[src/rtl/assert_macros.svh]
// ----------------------------------------------------------------------------
// assert_macros.svh
// Assertion helpers shared by the RTL; empty for synthesis.
// ----------------------------------------------------------------------------
`ifndef ASSERT_MACROS_SVH
`define ASSERT_MACROS_SVH

`ifndef SYNTHESIS

// Same-cycle implication, disabled while reset is asserted
`define ASSERT_IMPL(label, clk, rst_n, ante, cons) \
	label: assert property (@(posedge clk) disable iff (!rst_n) (ante) |-> (cons)) \
		else $error("assertion failed");

// Next-cycle implication, disabled while reset is asserted
`define ASSERT_NEXT(label, clk, rst_n, ante, cons) \
	label: assert property (@(posedge clk) disable iff (!rst_n) (ante) |=> (cons)) \
		else $error("assertion failed");

`else

`define ASSERT_IMPL(label, clk, rst_n, ante, cons)
`define ASSERT_NEXT(label, clk, rst_n, ante, cons)

`endif

`endif

[src/rtl/upc_pkg.sv]
// ----------------------------------------------------------------------------
// upc_pkg
// Types and constants of the UDP payload pattern counter.
// ----------------------------------------------------------------------------
package upc_pkg;

	// Pattern geometry
	localparam int PATTERN_LEN = 7;
	localparam int WIN_W       = 8 * PATTERN_LEN;
	localparam int PATTERN_W   = 56;
	localparam int COUNT_W     = 64;
	localparam int POS_W       = 16;

	localparam logic [PATTERN_W-1:0] PATTERN_RESET = 56'h6578616D706C65;

	// Frame offsets and length thresholds
	localparam logic [POS_W-1:0] POS_MAX          = '1;
	localparam logic [POS_W-1:0] POS_TYPE_HI      = 16'd12;
	localparam logic [POS_W-1:0] POS_TYPE_LO      = 16'd13;
	localparam logic [POS_W-1:0] POS_PROTO        = 16'd23;
	localparam logic [POS_W-1:0] LEN_MIN_ETH      = 16'd14;
	localparam logic [POS_W-1:0] LEN_MIN_IP       = 16'd34;
	localparam logic [POS_W-1:0] PAYLOAD_START    = 16'd42;
	localparam logic [POS_W-1:0] MATCH_START      = POS_W'(42 + PATTERN_LEN - 1);

	localparam logic [15:0] ETHERTYPE_IPV4 = 16'h0800;
	localparam logic [7:0]  PROTO_UDP      = 8'd17;

	// Input item: one frame byte
	typedef struct packed {
		logic [7:0] data_byte;
		logic       last_byte;
	} in_item_t;

	// Result item: one per frame
	typedef struct packed {
		logic               verdict;
		logic               pattern_matched;
		logic [COUNT_W-1:0] match_total;
	} out_item_t;

	// Per-frame decision handed from parser to result stage
	typedef struct packed {
		logic verdict;
		logic hit;
	} frame_verdict_t;

	// Pattern register fitted to the window width; bytes above 56 bits read zero
	function automatic logic [WIN_W-1:0] fit_pattern(input logic [PATTERN_W-1:0] p);
		logic [63:0] ext;
		ext = {8'h00, p};
		return ext[WIN_W-1:0];
	endfunction

endpackage

[src/rtl/upc_frame_parser.sv]
// ----------------------------------------------------------------------------
// upc_frame_parser
// Per-frame header capture, pattern window and verdict logic.
// ----------------------------------------------------------------------------
`include "assert_macros.svh"

module upc_frame_parser (
	input  logic                                 clk,
	input  logic                                 arst_n,
	input  logic                                 advance,
	input  upc_pkg::in_item_t                    item,
	input  logic [upc_pkg::PATTERN_W-1:0]        match_pattern,
	output upc_pkg::frame_verdict_t              decision
);

	logic [upc_pkg::POS_W-1:0] pos_q;
	logic [15:0]               type_q;
	logic [7:0]                proto_q;
	logic [upc_pkg::WIN_W-1:0] win_q;
	logic                      seen_q;

	logic [upc_pkg::POS_W-1:0] len_next;
	logic [15:0]               type_next;
	logic [7:0]                proto_next;
	logic [upc_pkg::WIN_W-1:0] win_next;
	logic                      seen_next;

	// Header capture and window for the byte in the input register
	always_comb begin
		type_next  = type_q;
		proto_next = proto_q;
		if (pos_q == upc_pkg::POS_TYPE_HI) begin
			type_next = {item.data_byte, type_q[7:0]};
		end else if (pos_q == upc_pkg::POS_TYPE_LO) begin
			type_next = {type_q[15:8], item.data_byte};
		end else if (pos_q == upc_pkg::POS_PROTO) begin
			proto_next = item.data_byte;
		end
		win_next  = upc_pkg::WIN_W'({win_q, item.data_byte});
		seen_next = seen_q ||
			((pos_q >= upc_pkg::MATCH_START) &&
			 (win_next == upc_pkg::fit_pattern(match_pattern)));
		len_next  = (pos_q == upc_pkg::POS_MAX) ? pos_q : pos_q + 1'b1;
	end

	// Verdict in priority order: short, non-IPv4, short, non-UDP, short, pass
	always_comb begin
		decision.verdict = 1'b0;
		decision.hit     = 1'b0;
		if (len_next < upc_pkg::LEN_MIN_ETH) begin
			decision.verdict = 1'b1;
		end else if (type_next != upc_pkg::ETHERTYPE_IPV4) begin
			decision.verdict = 1'b0;
		end else if (len_next < upc_pkg::LEN_MIN_IP) begin
			decision.verdict = 1'b1;
		end else if (proto_next != upc_pkg::PROTO_UDP) begin
			decision.verdict = 1'b0;
		end else if (len_next < upc_pkg::PAYLOAD_START) begin
			decision.verdict = 1'b1;
		end else begin
			decision.hit = seen_next;
		end
	end

	// Frame state; cleared after the final byte
	always_ff @(posedge clk or negedge arst_n) begin
		if (!arst_n) begin
			pos_q   <= '0;
			type_q  <= '0;
			proto_q <= '0;
			win_q   <= '0;
			seen_q  <= 1'b0;
		end else if (advance) begin
			if (item.last_byte) begin
				pos_q   <= '0;
				type_q  <= '0;
				proto_q <= '0;
				win_q   <= '0;
				seen_q  <= 1'b0;
			end else begin
				pos_q   <= len_next;
				type_q  <= type_next;
				proto_q <= proto_next;
				win_q   <= win_next;
				seen_q  <= seen_next;
			end
		end
	end

	`ASSERT_NEXT(a_clear_after_last, clk, arst_n, advance && item.last_byte, (pos_q == '0) && !seen_q)
	`ASSERT_IMPL(a_seen_past_start, clk, arst_n, seen_q, pos_q > upc_pkg::MATCH_START)
	`ASSERT_IMPL(a_hit_not_drop, clk, arst_n, decision.hit, !decision.verdict)

endmodule

[src/rtl/upc_result_stage.sv]
// ----------------------------------------------------------------------------
// upc_result_stage
// Matching-frame counter and the registered result slot.
// ----------------------------------------------------------------------------
`include "assert_macros.svh"

module upc_result_stage (
	input  logic                    clk,
	input  logic                    arst_n,
	input  logic                    load,
	input  upc_pkg::frame_verdict_t decision,
	output logic                    slot_free,
	output logic                    out_valid,
	input  logic                    out_ready,
	output upc_pkg::out_item_t      out_data
);

	logic [upc_pkg::COUNT_W-1:0] count_q;
	logic [upc_pkg::COUNT_W-1:0] count_next;
	logic                        valid_q;
	upc_pkg::out_item_t          result_q;

	// Slot can take a result when empty or emptying this cycle
	assign slot_free  = !valid_q || out_ready;
	assign count_next = count_q + upc_pkg::COUNT_W'(decision.hit);

	// Control: counter and slot occupancy
	always_ff @(posedge clk or negedge arst_n) begin
		if (!arst_n) begin
			count_q <= '0;
			valid_q <= 1'b0;
		end else begin
			if (load) begin
				count_q <= count_next;
				valid_q <= 1'b1;
			end else if (out_ready) begin
				valid_q <= 1'b0;
			end
		end
	end

	// Payload of the result slot
	always_ff @(posedge clk) begin
		if (load) begin
			result_q.verdict         <= decision.verdict;
			result_q.pattern_matched <= decision.hit;
			result_q.match_total     <= count_next;
		end
	end

	assign out_valid = valid_q;
	assign out_data  = result_q;

	`ASSERT_NEXT(a_count_step, clk, arst_n, load, count_q == $past(count_q) + upc_pkg::COUNT_W'($past(decision.hit)))
	`ASSERT_NEXT(a_count_hold_stall, clk, arst_n, valid_q && !out_ready, $stable(count_q))
	`ASSERT_IMPL(a_load_needs_slot, clk, arst_n, load, slot_free)

endmodule

[src/rtl/udp_payload_pattern_counter.sv]
// ----------------------------------------------------------------------------
// udp_payload_pattern_counter
// Counts UDP frames whose payload holds a configured 7-byte pattern.
// ----------------------------------------------------------------------------
// Frame bytes enter on the in channel (valid/ready), one byte per transfer in
// wire order, with last_byte set on the final byte. Each frame gives exactly
// one transfer on the out channel: a pass/drop verdict, a pattern flag and
// the running 64-bit count of matching frames.
// The cfg channel writes the 56-bit pattern (first byte in the top byte);
// it is always ready and should be written only while no frame is in flight.
// Throughput is one byte per clock unless a final byte waits for the result
// slot: an input register feeds single-pass header/window logic that writes
// the result register, which a final byte's result enters as it advances.
// When the out side stalls, non-final bytes keep flowing; a final byte waits
// in the input register until the result slot frees, and in_ready drops only
// then. Reset clears frame state, the counter and the pipeline, and restores
// the pattern to ASCII "example". No clearing pass is needed.
// ----------------------------------------------------------------------------
module udp_payload_pattern_counter (
	input  logic                          clk,
	input  logic                          arst_n,
	input  logic                          in_valid,
	output logic                          in_ready,
	input  upc_pkg::in_item_t             in_data,
	output logic                          out_valid,
	input  logic                          out_ready,
	output upc_pkg::out_item_t            out_data,
	input  logic                          cfg_valid,
	output logic                          cfg_ready,
	input  logic [upc_pkg::PATTERN_W-1:0] cfg_data
);

	logic                          valid_s1;
	upc_pkg::in_item_t             item_s1;
	logic [upc_pkg::PATTERN_W-1:0] pattern_q;
	logic                          slot_free;
	logic                          advance;
	upc_pkg::frame_verdict_t       decision;

	// Input register moves on unless a final byte meets a full result slot
	assign advance   = valid_s1 && (!item_s1.last_byte || slot_free);
	assign in_ready  = !valid_s1 || advance;
	assign cfg_ready = 1'b1;

	always_ff @(posedge clk or negedge arst_n) begin
		if (!arst_n) begin
			valid_s1  <= 1'b0;
			pattern_q <= upc_pkg::PATTERN_RESET;
		end else begin
			if (in_ready) begin
				valid_s1 <= in_valid;
			end
			if (cfg_valid) begin
				pattern_q <= cfg_data;
			end
		end
	end

	// Input payload register
	always_ff @(posedge clk) begin
		if (in_valid && in_ready) begin
			item_s1 <= in_data;
		end
	end

	upc_frame_parser u_parser (
		.clk           (clk),
		.arst_n        (arst_n),
		.advance       (advance),
		.item          (item_s1),
		.match_pattern (pattern_q),
		.decision      (decision)
	);

	upc_result_stage u_result (
		.clk       (clk),
		.arst_n    (arst_n),
		.load      (advance && item_s1.last_byte),
		.decision  (decision),
		.slot_free (slot_free),
		.out_valid (out_valid),
		.out_ready (out_ready),
		.out_data  (out_data)
	);

endmodule
[config.mk]
export PLATFORM = sky130hd
export DESIGN_NAME = udp_payload_pattern_counter
export DESIGN_NICKNAME = d
export VERILOG_FILES = /design/src/rtl/upc_pkg.sv /design/src/rtl/upc_frame_parser.sv /design/src/rtl/upc_result_stage.sv /design/src/rtl/udp_payload_pattern_counter.sv
export VERILOG_INCLUDE_DIRS = /design/src /design/src/rtl
export SDC_FILE = /design/constraint.sdc
export NUM_CORES = 1
export LEC_CHECK = 0
export ABC_AREA = 1
export BUFFER_PORTS_ARGS = -buffer_cell sky130_fd_sc_hd__buf_2
export CAP_MARGIN = 20
export CORE_AREA = 2 2 161 163
export CTS_BUF_LIST = sky130_fd_sc_hd__clkbuf_4 sky130_fd_sc_hd__clkbuf_8
export DETAILED_ROUTE_END_ITERATION = 8
export DIE_AREA = 0 0 163 165
export PLACE_DENSITY = 0.76
export SKIP_CTS_REPAIR_TIMING = 1
export SYNTH_ARGS = -nofsm -noshare
export SYNTH_HDL_FRONTEND = slang
export SYNTH_SLANG_ARGS = --single-unit
[constraint.sdc]
create_clock -name clk -period 3.1 [get_ports clk]
set_input_delay 0.155 -clock clk [delete_from_list [all_inputs] [get_ports clk]]
set_output_delay 0.155 -clock clk [all_outputs]
set_load 0.1 [all_outputs]
Word level (Yosys, flattened, before mapping)
Index checks and enable logic that the tools add are counted.
{ "totals": {"out_inout_bits": 69, "in_bits": 70, "register_bits": 286, "elab_cells": 61} }
{ "op_classes": {"eq_ne": 7, "reduce_logical": 12, "n_lt_le_gt_ge": 4, "n_mux": 22, "n_addsub": 2} }
{ "op_table": {"columns": ["op", "count"], "rows": [
  ["$add 64x1->64", 1],
  ["$mux 16", 4],
  ["$eq 56x56->1", 1],
  ["$mux 48", 1],
  ["$mux 8", 5],
  ["$eq 16x4->1 const B", 2],
  ["$lt 16x6->1 const B", 2],
  ["$add 16x1->16 const B", 1],
  ["$eq 16x16->1 const B", 1],
  ["$eq 16x5->1 const B", 1],
  ["$ge 16x6->1 const B", 1],
  ["$lt 16x4->1 const B", 1],
  ["$ne 16x12->1 const B", 1],
  ["$mux 1", 12],
  ["$ne 8x5->1 const B", 1],
  ["$logic_and 1x1->1", 4],
  ["$logic_or 1x1->1", 4],
  ["$logic_not 1->1", 3],
  ["$reduce_bool 2->1", 1]
]} }

Logic depth before layout (Yosys ltp)
{ "logic_depth": {"word_depth": 10, "ltp_mapped": 28, "ltp_nobuf": 28} }

Hierarchy
A second synthesis with hierarchy kept.
{ "hier_totals": {"hier_cells": 1834, "area_unflattened_um2": 14581.5} }
{ "by_module_without_submodules": {"columns": ["module", "cells_per_inst", "area_each_um2", "seq_area_each_um2", "n_inst"], "rows": [
  ["upc_result_stage", 791, 6577.6, 3608.5, 1],
  ["upc_frame_parser", 786, 5408.9, 2227.1, 1],
  ["udp_payload_pattern_counter", 257, 2595.0, 1730.4, 1]
]} }

Worst setup path before layout
OpenSTA, ideal clock, no wires.
{ "synth_path": {"path_type": "register -> register", "from": "reg u_parser.pos_q[0] in the netlist's numbering", "to": "reg u_result.result_q (netlist bit u_result.out_data[50]), data pin", "arrival_time_ns": 3.204, "period_less_slack_ns": 3.466, "setup_time_ns": 0.263, "path_buffers": 1, "required_ns": 2.837, "stages_incl_launch_ff": 26, "slack_ns": -0.366, "cell_sequence": "dfrtp_1 > inv_1 > ha_1 > nand3_2 > nor2_4 > nand2_2 > buf_6 > o21ai_2 > nand2_1 > nor2_1 > nand2_1 > nor2_2 > nand3_1 > nor2_1 > ha_1 > ha_1 > nand3_1 > inv_2 > nand2_4 > nor2_4 > nand3_2 > nor2_2 > nand2_1 > nor2_2 > nand2_1 > xnor2_2"} }
{ "synth_lines": {"columns": ["item", "line_no", "rtl"], "rows": [
  ["start, declared", "upc_frame_parser.sv:16", "logic [upc_pkg::POS_W-1:0] pos_q;"],
  ["start signal, assigned", "upc_frame_parser.sv:81", "pos_q <= len_next;"],
  ["end, declared", "upc_result_stage.sv:21", "upc_pkg::out_item_t result_q;"]
]} }

==> metrics.txt <==
H-tree depth=2; most used cell, CP=nor2_4; via-per-instance ratio=5.48; Pwr Density=532 mW/mm2; Placed Cells=2093; critical path type=reg -> reg; Final setup viols=115; Startpoint Class=flop; Clock Sink Count=286; CTS Buf Count=46; Slew HR=0.416; syn_nets=1571; final hold slack=114 ps; layout cell share with drive strength beyond 1=0.353; sequential cell area fraction in the yosys report=0.544; Peak VDD IR=0.000543 V; RSZ-0062 raised after global routing=true; Root Buffer=clkbuf_8; critical path peak fanout=7; Final ANT Viol Nets=0; worst min-delay path category=in -> reg; initial core utilization=0.556; Area Growth Syn to Fin=38.7%; Worst Path Required=3580 ps; I/O pin total=139; IO Port Bufs=137; Leakage Power=8.69 nW; Final Worst Setup Slack=-609 ps; final wirelength=42500 um; Period Utilization, post-route=1.20; initial antenna violation count=1; Synth Area in Adders=0.00449; mux cell area share after synthesis=0.0356; row count=58; fmax=270 MHz; warnings from Yosys=0; via count=12500; chip height=165 um; Post-Synthesis Cell Area=0.0139 mm2; largest net degree at the start of global routing=88; Worst setup EP type=flop; library cells used by synthesis=43; RD Place Congestion=0.968; Max Cap Violations=0; Clk Latency, worst-skew pair=580 ps; Worst-path clk slew=70 ps; Die Wd=163 um; main combinational cell family by area after synthesis=simple AND/OR/NAND/NOR gates; setup TNS=-40180 ps; Fin. Hold Viols=0; violated checks=setup timing; DRT iter0 DRCs=1022; Max stage delay cell, worst path=dfrtp_1; FF+latch count, synth=286; vias in the first global route=11600; Avg Inst Size Synth=9.31 um2; GRT Overall Usage=0.285; CTS tree=built; Synth Area in Compound Gates=0.0694; synthesized instance count=1496; CP max stage delay=420 ps; Pwr Total=10.3 mW; Core ar.=0.0250 mm2; DR pass1 iterations=5; xor and xnor area share after synthesis=0.0684; hpwl dp=27500 um; Max Slew Vio Count=0; Tightest Pin Transition=877 ps; Final nets=1986; total grt overflow=0; Final min period=3710 ps; Post-Layout Cell Count=2278; DRC viols=0; CTS max path bufs=3; routed len/inst=18.7 um; Critical Path AT=4190 ps; result of the run=finished with violations; setup clock skew after layout=43.9 ps; total die area=0.0269 mm2; first-pass GRT wire length=59600 um; post-synthesis simple-gate area fraction=0.215; Worst R2R Setup Slack=-610 ps
## layer usage
layer | GRT usage | routed length, um | vias up
met3 | 0.0442 | 2770 | 119
met1 | 0.398 | 16900 | 6122
met4 | 0.0881 | 1610 | 0
li1 | - | - | 5718
met5 | 0 | 0 | -
met2 | 0.462 | 21200 | 523
## synth_stat cells, drive strengths merged
cell,count,area share
nand3,58,0.022
and2,2,0.00090
nor2,133,0.044
dfstp,27,0.051
dfrtp,184,0.33
inv,178,0.048
nand4,52,0.024
buf,13,0.0063
clkinv,1,0.00027
nand3b,1,0.00054
nand2,370,0.10
nor4,6,0.0031
ha,5,0.0045
conb,1,0.00027
a22o,5,0.0031
xor2,66,0.042
edfxtp,75,0.16
clkbuf,32,0.0086
nor3,36,0.017
mux2,44,0.036
xnor2,41,0.026
or2,1,0.00045
o22ai,68,0.031
a21oi,6,0.0022
o21ai,91,0.034
## path summary, 6_finish.rpt
check,from,to,depth (start not counted)
worst max-delay path,u_parser.pos_q[1],u_result.count_q[57],25
worst min-delay path,cfg_valid,pattern_q[29],3
worst max register to register,u_parser.pos_q[1],u_result.count_q[57],25
worst min register to register,u_parser.proto_q[5],u_parser.proto_q[5],2
max in group asynchronous,arst_n,pattern_q[43],3
min in group asynchronous,arst_n,pattern_q[12],2
## cells by family (layout without fill, tap and decap cells)
kind of cell	after synthesis	count (layout)
DFF	286	286
and+or+nand+nor	659	660
xor gates and xnor gates	107	107
other	1	2
buffers and inverters	224	674
muxes	44	44
adders and majority gates	5	5
AOI/OAI and AO/OA	170	170
## critical path: cells and delay by family (launching register included)
family,cells,cell delay (ps)
AO/OA/AOI/OAI,1,80
XOR/XNOR,1,210
adder cells (fa/ha/maj),2,420
buffers and inverters,4,380
flip-flops,1,420
AND/OR/NAND/NOR,17,2100
## through the flow
step | setup WS (ps) | instance area [um2] | utilization
floorplan | -247 | 14000 | -
global placement | -512 | 16200 | 0.649
detailed placement | -668 | 16300 | 0.649
CTS | -686 | 17200 | 0.689
global route | -749 | 19300 | 0.771
finish | -609 | 19300 | 0.771
## cell type report
class | count | area [um2]
Antenna cell | 1 | 2.50
Timing Repair Buffer | 411 | 3120
Tap cell | 330 | 413
Clock inverter | 19 | 176
Multi-Input combinational cell | 987 | 6530
Fill cell | 1582 | 5720
Clock buffer | 65 | 820
Sequential cell | 286 | 7570
Inverter | 179 | 687
## layout by cell type (no fill, tap or decap), drive strengths merged, types with 27 or more instances in the layout
| master | n |
|---|---|
| dlygate4sd3 | 68 |
| nand3 | 58 |
| dfrtp | 184 |
| buf | 342 |
| nor3 | 36 |
| o22ai | 68 |
| edfxtp | 75 |
| clkbuf | 66 |
| nor2 | 133 |
| xnor2 | 41 |
| o21ai | 91 |
| xor2 | 66 |
| mux2 | 44 |
| nand4 | 52 |
| dfstp | 27 |
| nand2 | 371 |
| inv | 180 |
## sequential cells by signal, summed over array words and instances, names as in the netlist
name,flops
u_parser.pos_q,16
pattern_q,56
u_parser.proto_q,8
u_result.count_q,64
item_s1,9
u_result.out_valid,1
u_parser.win_q,48
u_parser.seen_q,1
u_parser.type_q,16
u_result.out_data,66
valid_s1,1
## where the power goes
part           leakage, nW  internal (mW)  switching (mW)
Sequential            3.40           4.30           0.311
Clock                0.529           1.97            1.58
Combinational         4.76          0.651            1.45
Total                 8.69           6.92            3.35
Power figures use the tool's default switching activity.
